## src/rtl/vmr_pkg.sv

```systemverilog
// vmr_pkg: shared types, codes and helpers of the velocity moment reducer
// no dependencies; imported by every rtl module of the block

package vmr_pkg;

	localparam int CFG_IDX_W  = 3;
	localparam int CFG_DATA_W = 32;

	// configuration register indexes
	localparam logic [CFG_IDX_W-1:0] CFG_CELL_VOL      = 3'd0;
	localparam logic [CFG_IDX_W-1:0] CFG_TEMP_SCALE    = 3'd1;
	localparam logic [CFG_IDX_W-1:0] CFG_DENSITY_FLOOR = 3'd2;
	localparam logic [CFG_IDX_W-1:0] CFG_REF_VEL_X     = 3'd3;
	localparam logic [CFG_IDX_W-1:0] CFG_REF_VEL_Y     = 3'd4;
	localparam logic [CFG_IDX_W-1:0] CFG_REF_VEL_Z     = 3'd5;

	localparam logic [31:0] RST_CELL_VOL      = 32'd65536;
	localparam logic [31:0] RST_TEMP_SCALE    = 32'd65536;
	localparam logic [31:0] RST_DENSITY_FLOOR = 32'd1;

	// multiplier operations
	localparam int OP_W = 4;
	localparam logic [OP_W-1:0] OP_SQX = 4'd0;
	localparam logic [OP_W-1:0] OP_SQY = 4'd1;
	localparam logic [OP_W-1:0] OP_SQZ = 4'd2;
	localparam logic [OP_W-1:0] OP_MX  = 4'd3;
	localparam logic [OP_W-1:0] OP_MY  = 4'd4;
	localparam logic [OP_W-1:0] OP_MZ  = 4'd5;
	localparam logic [OP_W-1:0] OP_DLO = 4'd6;
	localparam logic [OP_W-1:0] OP_DHI = 4'd7;
	localparam logic [OP_W-1:0] OP_DNL = 4'd8;
	localparam logic [OP_W-1:0] OP_DNH = 4'd9;
	localparam logic [OP_W-1:0] OP_TLO = 4'd10;
	localparam logic [OP_W-1:0] OP_THI = 4'd11;

	// division jobs
	localparam logic [1:0] DIV_X    = 2'd0;
	localparam logic [1:0] DIV_Y    = 2'd1;
	localparam logic [1:0] DIV_Z    = 2'd2;
	localparam logic [1:0] DIV_TEMP = 2'd3;

	localparam int DIV_STEPS = 32;
	localparam int DIV_CNT_W = $clog2(DIV_STEPS);

	typedef struct packed {
		logic            capture;
		logic            issue;
		logic [OP_W-1:0] op;
		logic            div_start;
		logic [1:0]      div_sel;
		logic            div_store;
		logic            load_out;
		logic            clear;
	} cmd_t;

	typedef struct packed {
		logic last;
		logic empty;
		logic div_done;
	} sts_t;

	function automatic logic [63:0] add_sat_u64(input logic [63:0] a, input logic [63:0] b);
		logic [64:0] s;
		s = {1'b0, a} + {1'b0, b};
		return s[64] ? {64{1'b1}} : s[63:0];
	endfunction

	function automatic logic [63:0] add_sat_s64(input logic [63:0] a, input logic [63:0] b);
		logic [64:0] s;
		s = {a[63], a} + {b[63], b};
		if (s[64] != s[63]) begin
			return s[64] ? 64'h8000_0000_0000_0000 : 64'h7FFF_FFFF_FFFF_FFFF;
		end
		return s[63:0];
	endfunction

endpackage

```

## src/rtl/vmr_ctrl.sv

```systemverilog
// vmr_ctrl: sequencer for sample accumulation, cell finish, divisions and result hand-off
// depends on vmr_pkg

module vmr_ctrl (
	input  logic          clk,
	input  logic          arst_n,
	input  logic          in_valid,
	output logic          in_ready,
	output logic          out_valid,
	input  logic          out_ready,
	input  vmr_pkg::sts_t sts,
	output vmr_pkg::cmd_t cmd
);
	import vmr_pkg::*;

	localparam logic [2:0] ST_IDLE  = 3'd0;
	localparam logic [2:0] ST_SMP   = 3'd1;
	localparam logic [2:0] ST_SDRN  = 3'd2;
	localparam logic [2:0] ST_FIN   = 3'd3;
	localparam logic [2:0] ST_FDRN  = 3'd4;
	localparam logic [2:0] ST_DGO   = 3'd5;
	localparam logic [2:0] ST_DWAIT = 3'd6;
	localparam logic [2:0] ST_EMIT  = 3'd7;

	logic [2:0]      state_q;
	logic [OP_W-1:0] op_q;
	logic [1:0]      sel_q;
	logic            out_valid_q;
	logic            load;

	assign in_ready  = state_q == ST_IDLE;
	assign out_valid = out_valid_q;
	assign load      = (state_q == ST_EMIT) && (!out_valid_q || out_ready);

	always_comb begin
		cmd.capture   = in_valid && (state_q == ST_IDLE);
		cmd.issue     = (state_q == ST_SMP) || (state_q == ST_FIN);
		cmd.op        = op_q;
		cmd.div_start = state_q == ST_DGO;
		cmd.div_sel   = sel_q;
		cmd.div_store = (state_q == ST_DWAIT) && sts.div_done;
		cmd.load_out  = load;
		cmd.clear     = load;
	end

	always_ff @(posedge clk or negedge arst_n) begin
		if (!arst_n) begin
			state_q     <= ST_IDLE;
			op_q        <= OP_SQX;
			sel_q       <= DIV_X;
			out_valid_q <= 1'b0;
		end else begin
			if (load) begin
				out_valid_q <= 1'b1;
			end else if (out_ready) begin
				out_valid_q <= 1'b0;
			end
			unique case (state_q)
				ST_IDLE: begin
					if (in_valid) begin
						op_q    <= OP_SQX;
						state_q <= ST_SMP;
					end
				end
				ST_SMP: begin
					op_q <= op_q + 1'b1;
					if (op_q == OP_DHI) begin
						state_q <= ST_SDRN;
					end
				end
				ST_SDRN: begin
					if (sts.last) begin
						op_q    <= OP_DNL;
						state_q <= ST_FIN;
					end else begin
						state_q <= ST_IDLE;
					end
				end
				ST_FIN: begin
					op_q <= op_q + 1'b1;
					if (op_q == OP_THI) begin
						state_q <= ST_FDRN;
					end
				end
				ST_FDRN: begin
					sel_q   <= DIV_X;
					state_q <= sts.empty ? ST_EMIT : ST_DGO;
				end
				ST_DGO: begin
					state_q <= ST_DWAIT;
				end
				ST_DWAIT: begin
					if (sts.div_done) begin
						if (sel_q == DIV_TEMP) begin
							state_q <= ST_EMIT;
						end else begin
							sel_q   <= sel_q + 1'b1;
							state_q <= ST_DGO;
						end
					end
				end
				ST_EMIT: begin
					if (load) begin
						state_q <= ST_IDLE;
					end
				end
				default: state_q <= ST_IDLE;
			endcase
		end
	end
endmodule

```

## config.mk

```make
export PLATFORM = sky130hd
export DESIGN_NAME = vmr_ctrl
export DESIGN_NICKNAME = d
export VERILOG_FILES = /design/src/rtl/vmr_pkg.sv /design/src/rtl/vmr_ctrl.sv
export SDC_FILE = /design/constraint.sdc
export NUM_CORES = 1
export LEC_CHECK = 0
export BUFFER_PORTS_ARGS = -buffer_cell sky130_fd_sc_hd__buf_2
export CAP_MARGIN = 10
export CORE_AREA = 5 5 45 47
export CTS_CLUSTER_SIZE = 10
export DETAILED_ROUTE_END_ITERATION = 6
export DIE_AREA = 0 0 50 52
export HOLD_SLACK_MARGIN = 0.05
export PLACE_DENSITY = 0.73
export SLEW_MARGIN = 20
export SYNTH_ARGS = -nofsm -noshare
export SYNTH_HDL_FRONTEND = slang
export SYNTH_SLANG_ARGS = --single-unit
```

## constraint.sdc

```tcl
create_clock -name clk -period 1.3 [get_ports clk]
set_input_delay 0.13 -clock clk [delete_from_list [all_inputs] [get_ports clk]]
set_output_delay 0.13 -clock clk [all_outputs]
set_load 0.03 [all_outputs]
```

### Word level (Yosys, flattened, before mapping)

Cells that the tools add are included.

| storage, ports and cells | value |
|---|---|
| word-level logic and storage cells | 54 |
| register bits after elaboration | 10 |
| input port bits | 7 |

| cells by class | value |
|---|---|
| equality and inequality tests | 17 |
| reductions and logical operators | 14 |
| $add $sub $neg | 2 |
| muxes and demuxes | 17 |

Operators by type and width:

| operator | count |
|---|---|
| one-hot mux 3 bit (8 select lines) | 1 |
| two-way mux 3 bit | 5 |
| equality test 3 bit (second input constant) | 4 |
| one-hot mux 4 bit (3 select lines) | 1 |
| two-way mux 2 bit | 5 |
| inequality test 2 bit (second input constant) | 5 |
| two-way mux 4 bit | 2 |
| equality test 3 x 2 -> 1 bit (second input constant) | 2 |
| AND reduction 3 bit | 2 |
| AND reduction 5 bit | 1 |
| adder 4 x 1 -> 4 bit (second input constant) | 1 |
| equality test 4 x 3 -> 1 bit (second input constant) | 1 |
| equality test 4 bit (second input constant) | 1 |
| inequality test 2 x 1 -> 1 bit (second input constant) | 2 |
| one-hot mux 2 bit (2 select lines) | 1 |
| nonzero test 2 bit | 2 |
| equality test 3 x 1 -> 1 bit (second input constant) | 1 |
| logical AND 1 bit | 3 |
| logical NOT 3 bit | 1 |
| nonzero test 3 bit | 1 |
| adder 2 x 1 -> 2 bit (second input constant) | 1 |
| equality test 2 bit (second input constant) | 1 |
| logical OR 1 bit | 2 |
| two-way mux 1 bit | 2 |
| 2 further kinds | 2 |

### Depth between registers and ports, before layout

Gate-level depths: netlist (run 1).

| logic depth | value |
|---|---|
| depth after elaboration | 5 |
| gate-level depth with buffers | 6 |
| depth with buffers taken out | 5 |

### Worst setup path after synthesis (run 1)

No wires, ideal clock.

| path | value |
|---|---|
| path kind | reg-to-reg |
| from | register state_q[1] |
| to | register op_q[3] |
| data arrival time | 1.766 ns |
| buffers on the path | 1 |
| period minus slack after synthesis | 1.904 ns |
| cell stages (with the launch flop) | 5 |
| data required time | 1.162 ns |
| setup time | 0.138 ns |
| setup slack | -0.604 ns |
| cell sequence | dfrtp_1 buf_4 nor3_1 and2_1 a21oi_1 |

| on the way | value |
|---|---|
| elaborated cells on any way between the ends | 10 |
| those cells by class | 5 x eq/ne; 1 x mux; 4 x reduce/logical |

RTL lines:

| item | RTL line | text |
|---|---|---|
| from (decl) | vmr_ctrl.sv:25 | `logic [2:0] state_q;` |
| from (signal assigned) | vmr_ctrl.sv:87 | `state_q <= sts.empty ? ST_EMIT : ST_DGO;` |
| logical NOT 3 bit * | -- |  |
| net in_ready | vmr_ctrl.sv:8 | `output logic in_ready,` |
| inequality test 2 bit (no source line) / nonzero test 3 bit (equally long branches) | -- |  |
| AND reduction 3 bit (no source line) | -- |  |
| to (signal assigned) | vmr_ctrl.sv:66 | `op_q <= op_q + 1'b1;` |
| to (signal assigned) | vmr_ctrl.sv:80 | `op_q <= op_q + 1'b1;` |
| to (decl) | vmr_ctrl.sv:26 | `logic [OP_W-1:0] op_q;` |

The timed path passes the listed nets; every way through them passes the cells marked *.
A chain may end at the register's enable or synchronous reset.

### Final worst setup path (run 1)

| path | value |
|---|---|
| from | register state_q[1] |
| to | register state_q[1] |

| on the way | value |
|---|---|
| longest elaborated chain between the ends | 4 |
| elaborated cells on any way between the ends | 16 |
| those cells by class | 12 x eq/ne; 1 x mux; 3 x reduce/logical |

Ends and longest elaborated chain:

| item | RTL line | text |
|---|---|---|
| equality test 3 bit | vmr_ctrl.sv:33, vmr_ctrl.sv:58 |  |
| logical AND 1 bit | vmr_ctrl.sv:33 | `assign load = (state_q == ST_EMIT) && (!out_valid_q \|\| out_ready);` |
| inequality test 2 bit (no source line) | -- |  |
| AND reduction 5 bit (no source line) | -- |  |

Several ways; a longest one is shown, not always the timed one.

==> results.ini, run 1 <==
[timing]
slew_headroom_pct = 83.7
finalWorstSetupSlack_ns = -0.177
finalMaxSlewViolations = 0
fin_skew_ns = 0.00303
rsz0062_at_grt = true
fin_crit_sh_pct = 114
tightest_slew_ns = 0.244
fmax_mhz = 677
hold_violations = 0
whs_ns = 0.221
setup_viol = 14
period_minus_slack_ns = 1.48

[cells_and_area]
final_core_util_pct = 73.0
layout-drive-gt1-share_pct = 66.4
nFillCells = 122
antenna_cells = 0
syn_to_final_growth_pct = 81.5
finalInstanceArea_mm2 = 0.00118
nets = 130

[clock_network]
clk_path_buf_depth = 2
clk_pin_slew_ns = 0.06
clockRootBuffer = clkbuf_4
htree_levels = 1
cts_tree = yes
insertion_delay_ns = 0.27
numCtsBuffers = 3
cts_sinks = 10

[worst_setup_path]
crit_required_ns = 1.45
crit_type = reg2reg
reg2reg_slack_ns = -0.18
timing.rr.start = state_q[1]
cp_data_arrival_time_ns = 1.62
worstSetupStartpointType = flip-flop
endpoint = state_q[1]
cp-end-kind = flip-flop
crit_fanout = 6
reg2reg_to = state_q[1]
reg2reg_depth = 4
cp-startpoint = state_q[1]

[grt]
grt_max_degree = 11
grt_pass1_vias = 697
grt_overflow_total = 0
grt.total_usage_pct = 15.9
grt_pass1_wl_um = 3150
antenna_found_initial = 0

[placed_design]
hpwlAfterDp_um = 1390
numPortBuffers = 20
place_congestion = 0.845
place_area_um2 = 926

[logic_synthesis]
synth_area_leader_cell = dfrtp_1
yosysMostFrequentCell = dfrtp_1
synth-edff-count = 0
yosysSeqAreaShare_pct = 38.5
synth_cell_types = 27
synth_top_flop_cell = dfrtp_1
yosysWarnings = 0
ys_seq_elements = 10
synth_commonest_cells = dfrtp_1 (10), o21ai_0 (7), nor2b_1 (6), a21oi_1 (5)
syn_inst = 71
synth_nets = 80
synthArstFlopShare_pct = 100
yosys-top-cells-area = dfrtp_1 (39%), nor2b_1 (5.8%), o21ai_0 (5.4%)
syn_avg_cell_area_um2 = 9.15
syn_area_um2 = 649
netlist.area_leader.share_pct = 38.5

[die]
rows = 15
start_util_pct = 40.2
ioPinCount = 21
die_h_um = 52
core_area_mm2 = 0.00161
die_w_um = 50
die_area_mm2 = 0.00260

[routing]
drc = 0
wl_um = 1970
dr.pass1.iters = 4
viasPerCell = 5.36
wl_per_cell_um = 14.5
ant_nets = 0
vias = 729
drt_iter0_markers = 15

[pwr]
power_density_mw_per_mm2 = 2810
totalPowerFinal_w = 0.00331
leakage_nw = 0.560
ir_worst_vdd_mv = 1.71

[job]
maxCapViolCount = 0

[min_path]
min-delay-start = in_valid
hold_path_class = in2reg

[status]
violations = setup timing
status = finished with violations

==> power by group <==
group / leakage [nW] / switching [W] / internal [W]
clock: 0.0138 / 0.000106 / 0.000107
combinational: 0.432 / 0.00121 / 0.00124
sequential: 0.114 / 0.000175 / 0.000475
total: 0.560 / 0.00149 / 0.00182
==> placed cells by master, fill, tap and decap left out, drive strengths merged <==
cell         instances
and4bb               1
or3                  2
a31o                 1
o41a                 1
a22o                 3
nand3                2
mux2                 1
and4b                1
a221oi               1
nand2b               4
o21ai                7
nor2                 2
inv                  5
nand3b               1
clkbuf               3
nor3                 4
dlygate4sd3          1
and3                 1
and2                 1
dfrtp               10
buf                 49
nand2                4
nor2b                6
a21oi                5
ha                   2
a31oi                1
==> flip-flops by register name (all words and copies together), names as in the netlist <==
name,cells
op_q,4
state_q,3
sel_q,2
out_valid,1
==> repair_timing <==
| item | in CTS | in global routing |
|---|---|---|
| endpoints found under the setup margin | 14 | 15 |
| pin swaps | 5 | 3 |
| buffers inserted | 9 | 2 |
| endpoints found under the hold margin | 10 | 0 |
| gates resized for setup | 28 | 16 |
| hold buffers | 1 | 0 |
==> cells by family after synthesis <==
kind of cell / count (synthesis) / synth area share, %
AOI/OAI and AO/OA: 19 / 19.7
adders and majority gates: 2 / 3.85
buffers and inverters: 10 / 9.25
DFF: 10 / 38.5
muxes: 1 / 1.73
and+or+nand+nor: 29 / 27.0
==> how the worst min path moves through the flow <==
stage	to	cells after the start
6_report	op_q[3]	3
5_1_grt	op_q[3]	3
4_1_cts	op_q[3]	3
3_5_place_dp	op_q[2]	1
3_3_place_gp	op_q[2]	1
2_1_floorplan	op_q[0]	0
==> metrics by stage <==
step	worst slack [ns]	TNS (ns)	std cells
2_1_floorplan	-0.164	-0.368	71
3_5_place_dp	-0.147	-0.434	122
4_1_cts	-0.150	-1.18	135
3_3_place_gp	-0.104	-0.282	122
5_1_grt	-0.225	-2.22	136
6_report	-0.177	-1.54	136
==> worst max-delay path, stage by stage, from the launching register on <==
cell and delay [ns]:
dfrtp_2 0.44, buf_4 0.14, and4bb_2 0.32, nor3_4 0.06
o41a_1 0.41
==> layer usage <==
metal | wire length, um | track usage, % | up-vias
met4 | 40 | 7.86 | 0
met3 | 89 | 2.87 | 5
met1 | 779 | 18.1 | 348
li1 | - | - | 348
met2 | 1060 | 28.0 | 28
met5 | 0 | 0 | -
==> cell type report <==
type / instances / area [um2] / area share (%)
well taps: 17 / 21.3 / 1.80
inverters: 5 / 23.8 / 2.02
repair buffers: 50 / 394 / 33.4
multi-input cells: 51 / 458 / 38.9
flip-flops and latches: 10 / 259 / 22.0
clock buffers: 3 / 22.5 / 1.91
(Power assumes the default switching activity.)
==> run 2: changes to the inputs <==
Settings changed: CORE_AREA 5 5 45 47 to 5 5 44 49, DIE_AREA 0 0 50 52 to 0 0 49 54, PLACE_DENSITY 0.73 to 0.72, REMOVE_ABC_BUFFERS set to 1.
==> run 2 against run 1 <==
  * Largest power group unchanged
  * Largest cell class unchanged
  * Setup slack worse by 0.015 ns
  * Critical path depth unchanged
  * Power rose by 12%
  * Die area up 1.8%
  * Highest routed layer unchanged
  * Routed wire length up 22%
  * Non-clock buffer count grew 7
  * The run still ends with setup timing left
==> results.ini, run 2 (synthesis gave the netlist of run 1 again) <==
[timing]
period_minus_slack_ns = 1.49  ; was 1.48 ns
finalWorstSetupSlack_ns = -0.192  ; was -0.177 ns
fmax_mhz = 670  ; was 677 MHz
tightest_slew_ns = 0.259  ; was 0.244 ns
setup_viol = 13  ; was 14
finalMaxSlewViolations = 0  ; unchanged
whs_ns = 0.181  ; was 0.221 ns
hold_violations = 0  ; unchanged
rsz0062_at_grt = true  ; unchanged
slew_headroom_pct = 82.5  ; was 83.7%
fin_skew_ns = 0.00337  ; was 0.00303 ns
fin_crit_sh_pct = 115  ; was 114%
finalSetupTns_ns = -1.52  ; was -1.54 ns

[clock_network]
insertion_delay_ns = 0.27  ; about the same
clockRootBuffer = clkbuf_4  ; unchanged
clk_path_buf_depth = 2  ; unchanged
htree_levels = 1  ; unchanged
clk_pin_slew_ns = 0.07  ; was 0.06 ns
cts_tree = yes  ; unchanged
cts_sinks = 10  ; unchanged
numCtsBuffers = 3  ; unchanged

[worst_setup_path]
crit_type = reg2reg  ; unchanged
cp-startpoint = state_q[1]  ; unchanged
crit_fanout = 6  ; unchanged
cp_data_arrival_time_ns = 1.64  ; was 1.62 ns
timing.rr.start = state_q[1]  ; unchanged
cp-end-kind = flip-flop  ; unchanged
crit_required_ns = 1.45  ; about the same
worstSetupStartpointType = flip-flop  ; unchanged

[die]
die_h_um = 54  ; was 52 um
rows = 16  ; was 15
start_util_pct = 38.6  ; was 40.2%
die_area_mm2 = 0.00265  ; was 0.00260 mm2
ioPinCount = 21  ; unchanged
core_area_mm2 = 0.00168  ; was 0.00161 mm2
die_w_um = 49  ; was 50 um

[grt]
grt.total_usage_pct = 18.1  ; was 15.9%
grt_max_degree = 11  ; unchanged
grt_pass1_vias = 787  ; was 697
grt_overflow_total = 0  ; unchanged
antenna_found_initial = 0  ; unchanged
grt_pass1_wl_um = 3620  ; was 3150 um

[cells_and_area]
layout_commonest_cell = buf_4  ; unchanged
nets = 137  ; was 130
nFillCells = 118  ; was 122
syn_to_final_growth_pct = 97.7  ; was 81.5%
final_cells = 145  ; was 136
multi_input_area_um2 = 479  ; was 458 um2
reg_top3 = op_q: 4 flops, state_q: 3 flops, sel_q: 2 flops  ; unchanged
regArea_um2 = 254  ; was 259 um2
layout-drive-gt1-share_pct = 70.9  ; was 66.4%
antenna_cells = 0  ; unchanged
top_register = op_q  ; unchanged
most-common-layout-cells = buf_4 (24), buf_6 (18), buf_2 (13), dfrtp_1 (7)  ; was buf_4 (23), buf_2 (13), buf_6 (13), dfrtp_2 (7), nor2b_1 (5)
largest_reg_flops = 4  ; unchanged

[routing]
viasPerCell = 5.38  ; was 5.36
dr.pass1.iters = 4  ; unchanged
drt_iter0_markers = 9  ; was 15
wl_per_cell_um = 16.5  ; was 14.5 um
vias = 780  ; was 729
ant_nets = 0  ; unchanged
wl_um = 2400  ; was 1970 um
drc = 0  ; unchanged

[placed_design]
place_congestion = 0.737  ; was 0.845
dp_cells = 124  ; was 122
numPortBuffers = 20  ; unchanged
hpwlAfterDp_um = 1280  ; was 1390 um

[job]
maxCapViolCount = 0  ; unchanged

[pwr]
leakage_nw = 0.621  ; was 0.560 nW
power_density_mw_per_mm2 = 2890  ; was 2810 mW/mm2
ir_worst_vdd_mv = 1.72  ; was 1.71 mV

[min_path]
hold_path_class = in2reg  ; unchanged
min-delay-start = out_ready  ; was in_valid

[status]
violations = setup timing  ; unchanged
status = finished with violations  ; unchanged

-- run 2: cell type report --
cell class	instances	area share (%)
Tap cell	18	1.75
Timing Repair Buffer	57	36.3
Multi-Input combinational cell	51	37.3
Clock buffer	4	2.83
Sequential cell	10	19.8
Inverter	5	2.05
-- run 2: final timing paths --
| check | end | slack [ns] | cells after the start |
|---|---|---|---|
| worst max-delay path | state_q[1] | -0.19 | 4 |
| worst min-delay path | out_valid | 0.18 | 3 |
| worst max register to register | state_q[1] | -0.19 | 4 |
| worst min register to register | out_valid | 0.55 | 2 |
| max in group asynchronous | state_q[1] | 0.83 | 2 |
| min in group asynchronous | op_q[3] | 0.25 | 2 |
-- run 2: repair_timing --
| item | 4_1_cts | 5_1_grt |
|---|---|---|
| buffers inserted | 12 | 4 |
| hold buffers | 1 | 0 |
| gates resized for setup | 44 | 25 |
| setup endpoints to repair | 14 | 16 |
| pin swaps | 4 | 10 |
| endpoints found under the hold margin | 10 | 0 |
-- run 2: metal layers --
layer  share of wire [%]  global-route usage [%]  vias to the layer above
li1                    -                       -                      365
met1                  39                    19.1                      373
met2                  52                    33.5                       30
met3                 4.5                    3.60                       12
met4                 4.5                    11.2                        0
met5                   0                       0                        -
-- run 2: metrics by stage --
stage          utilization [%]  worst slack (ns)  area (um2)  power, W
2_1_floorplan                -            -0.554         608   0.00154
3_3_place_gp              52.4            -0.160         881   0.00222
3_5_place_dp              52.4            -0.193         881   0.00227
4_1_cts                   69.3            -0.162        1160   0.00328
5_1_grt                   76.3            -0.222        1280   0.00393
6_report                  76.3            -0.192        1280   0.00372
-- run 2: power by group --
part           switching [W]  internal [W]  total, W
Sequential          0.000147      0.000465  0.000612
Combinational        0.00137       0.00144   0.00281
Clock               0.000121      0.000170  0.000292
Total                0.00164       0.00207   0.00372
-- run 2: critical path, cell delays in order, from the launching register on --
cell      delay (ns)
dfrtp_2         0.42
buf_6           0.14
and4bb_2        0.33
nor3_4          0.06
o41a_1          0.42
==> run 3: changes to the inputs <==
Settings changed: PLACE_DENSITY 0.72 to 0.81.
==> run 3 against run 2 <==
  * The run still ends with setup timing left
  * Setup slack improved by 0.0070 ns
  * Register-to-register slack improved by 0.02 ns
  * Routed wire length fell by 5.6%
  * Die area did not move
  * Global-route usage fell by 1.6 points
  * Final cell count fell by 4.8%
  * First-iteration DRC count rose by 67%
  * Clock skew rose by 0.011 ns
  * Core utilization fell by 6.4 points
  * Flip-flop and latch count did not move
  * Combinational power fell by 14%
  * Critical endpoint is now cmd[11]
  * Largest cell class unchanged
  * Largest power group unchanged
==> results.ini, run 3 (synthesis gave the netlist of run 1 again) <==
[timing]
period_minus_slack_ns = 1.49  ; about the same
setup_viol = 14  ; was 13
slew_headroom_pct = 83.0  ; was 82.5%
fmax_mhz = 673  ; was 670 MHz
fin_crit_sh_pct = 114  ; was 115%
hold_violations = 0  ; unchanged
finalMaxSlewViolations = 0  ; unchanged
fin_skew_ns = 0.0141  ; was 0.00337 ns
tightest_slew_ns = 0.255  ; was 0.259 ns
finalWorstSetupSlack_ns = -0.185  ; was -0.192 ns
rsz0062_at_grt = true  ; unchanged
finalSetupTns_ns = -1.64  ; was -1.52 ns

[worst_setup_path]
crit_fanout = 6  ; unchanged
cp_slowest_stage_delay_ns = 0.46  ; was 0.42 ns
cp_data_arrival_time_ns = 1.36  ; was 1.64 ns
critPathSlowestCell = dfrtp_2  ; unchanged
crit_required_ns = 1.17  ; was 1.45 ns
crit_buf_inv = 2  ; was 1
cp-end-kind = output port  ; was flip-flop
critical_path.cell_chain = buf_4 -> nor3_4 -> and2_4 -> buf_6  ; was buf_6 -> and4bb_2 -> nor3_4 -> o41a_1
crit_type = reg2out  ; was reg2reg
worstSetupStartpointType = flip-flop  ; unchanged
critPathTopFamily = flip-flops  ; unchanged

[cells_and_area]
layout_commonest_cell = buf_4  ; unchanged
nets = 130  ; was 137
layout-drive-gt1-share_pct = 66.7  ; was 70.9%
syn_to_final_growth_pct = 81.1  ; was 97.7%
antenna_cells = 0  ; unchanged
most-common-layout-cells = buf_4 (25), buf_2 (13), buf_6 (10), dfrtp_1 (7)  ; was buf_4 (24), buf_6 (18), buf_2 (13), dfrtp_1 (7)
reg_top3 = op_q: 4 flops, state_q: 3 flops, sel_q: 2 flops  ; unchanged
largest_reg_flops = 4  ; unchanged
top_register = op_q  ; unchanged
nFillCells = 118  ; unchanged
finalInstanceArea_mm2 = 0.00118  ; was 0.00128 mm2

[clock_network]
insertion_delay_ns = 0.29  ; was 0.27 ns
clockRootBuffer = clkbuf_4  ; unchanged
cts_tree = yes  ; unchanged
cts_sinks = 10  ; unchanged
htree_levels = 1  ; unchanged
numCtsBuffers = 3  ; unchanged
clk_path_buf_depth = 2  ; unchanged
clk_pin_slew_ns = 0.08  ; was 0.07 ns

[placed_design]
pre_cts_slack_ns = -0.167  ; was -0.193 ns
place_congestion = 0.775  ; was 0.737
place_area_um2 = 858  ; was 881 um2
numPortBuffers = 20  ; unchanged
hpwlAfterDp_um = 1320  ; was 1280 um

[routing]
ant_nets = 0  ; unchanged
dr.pass1.iters = 4  ; unchanged
vias = 762  ; was 780
drt_iter0_markers = 15  ; was 9
viasPerCell = 5.52  ; was 5.38
wl_um = 2260  ; was 2400 um
drc = 0  ; unchanged
wl_per_cell_um = 16.4  ; was 16.5 um

[status]
status = finished with violations  ; unchanged
violations = setup timing  ; unchanged

[min_path]
hold_path_class = in2reg  ; unchanged

[pwr]
ir_worst_vdd_mv = 1.38  ; was 1.72 mV
power_density_mw_per_mm2 = 2870  ; was 2890 mW/mm2
totalPowerFinal_w = 0.00337  ; was 0.00372 W
leakage_nw = 0.578  ; was 0.621 nW

[die]
die_h_um = 54  ; unchanged
die_area_mm2 = 0.00265  ; unchanged
rows = 16  ; unchanged
core_area_mm2 = 0.00168  ; unchanged
ioPinCount = 21  ; unchanged
die_w_um = 49  ; unchanged
start_util_pct = 38.6  ; unchanged

[grt]
grt_pass1_vias = 738  ; was 787
grt.total_usage_pct = 16.6  ; was 18.1%
grt_pass1_wl_um = 3270  ; was 3620 um
grt_overflow_total = 0  ; unchanged
grt_max_degree = 11  ; unchanged
antenna_found_initial = 0  ; unchanged

[job]
maxCapViolCount = 0  ; unchanged

run 3: layer usage:
metal / GRT usage [%] / wire length, um
met3: 2.77 / 99
met4: 9.87 / 48
met2: 31.7 / 1230
met5: 0 / 0
met1: 17.0 / 882
run 3: repair_timing:
action                                 CTS  global route
endpoints found under the hold margin   10             0
gates cloned                             0             0
resized for setup                       36            17
setup endpoints to repair               13            15
setup buffers                            7             5
pin swaps                               10             1
hold buffers                             1             0
run 3: final cells by class:
class,instances,area (um2),share of cell area [%]
timing repair buffer,50,395,33.6
tap,18,22.5,1.91
inverter,5,21.3,1.81
sequential,10,254,21.6
clock buffer,4,36.3,3.09
multi-input combinational,51,447,38.0
run 3: through the flow:
| step | util (%) | hold WS (ns) | instances |
|---|---|---|---|
| after global routing | 69.9 | 0.164 | 138 |
| after detailed placement | 51.0 | 0.0116 | 121 |
| after CTS | 63.5 | 0.157 | 133 |
| final | 69.9 | 0.151 | 138 |
| after global placement | 51.0 | 0.00748 | 121 |
| after floorplan | - | -0.166 | 66 |
run 3: path summary, 6_finish.rpt:
path	startpoint	end	slack [ns]	depth (start not counted)
min in group asynchronous	arst_n	op_q[2]	0.25	2
hold reg to reg	out_valid	out_valid	0.56	2
setup / recovery	state_q[2]	cmd[11]	-0.19	4
setup reg to reg	state_q[2]	op_q[2]	-0.17	6
max in group asynchronous	arst_n	state_q[0]	0.82	2
hold / removal	in_valid	op_q[3]	0.15	3
run 3: worst reg2reg max path, stage by stage (launching register included):
cell	delay, ns
dfrtp_2	0.46
buf_4	0.17
buf_4	0.13
buf_4	0.12
a31oi_2	0.16
o21ai_1	0.09
a22o_1	0.24
run 3: where the power goes:
group / internal (W) / switching, W / total, W
combinational: 0.00123 / 0.00120 / 0.00242
sequential: 0.000465 / 0.000185 / 0.000650
clock: 0.000171 / 0.000130 / 0.000301
total: 0.00186 / 0.00151 / 0.00337
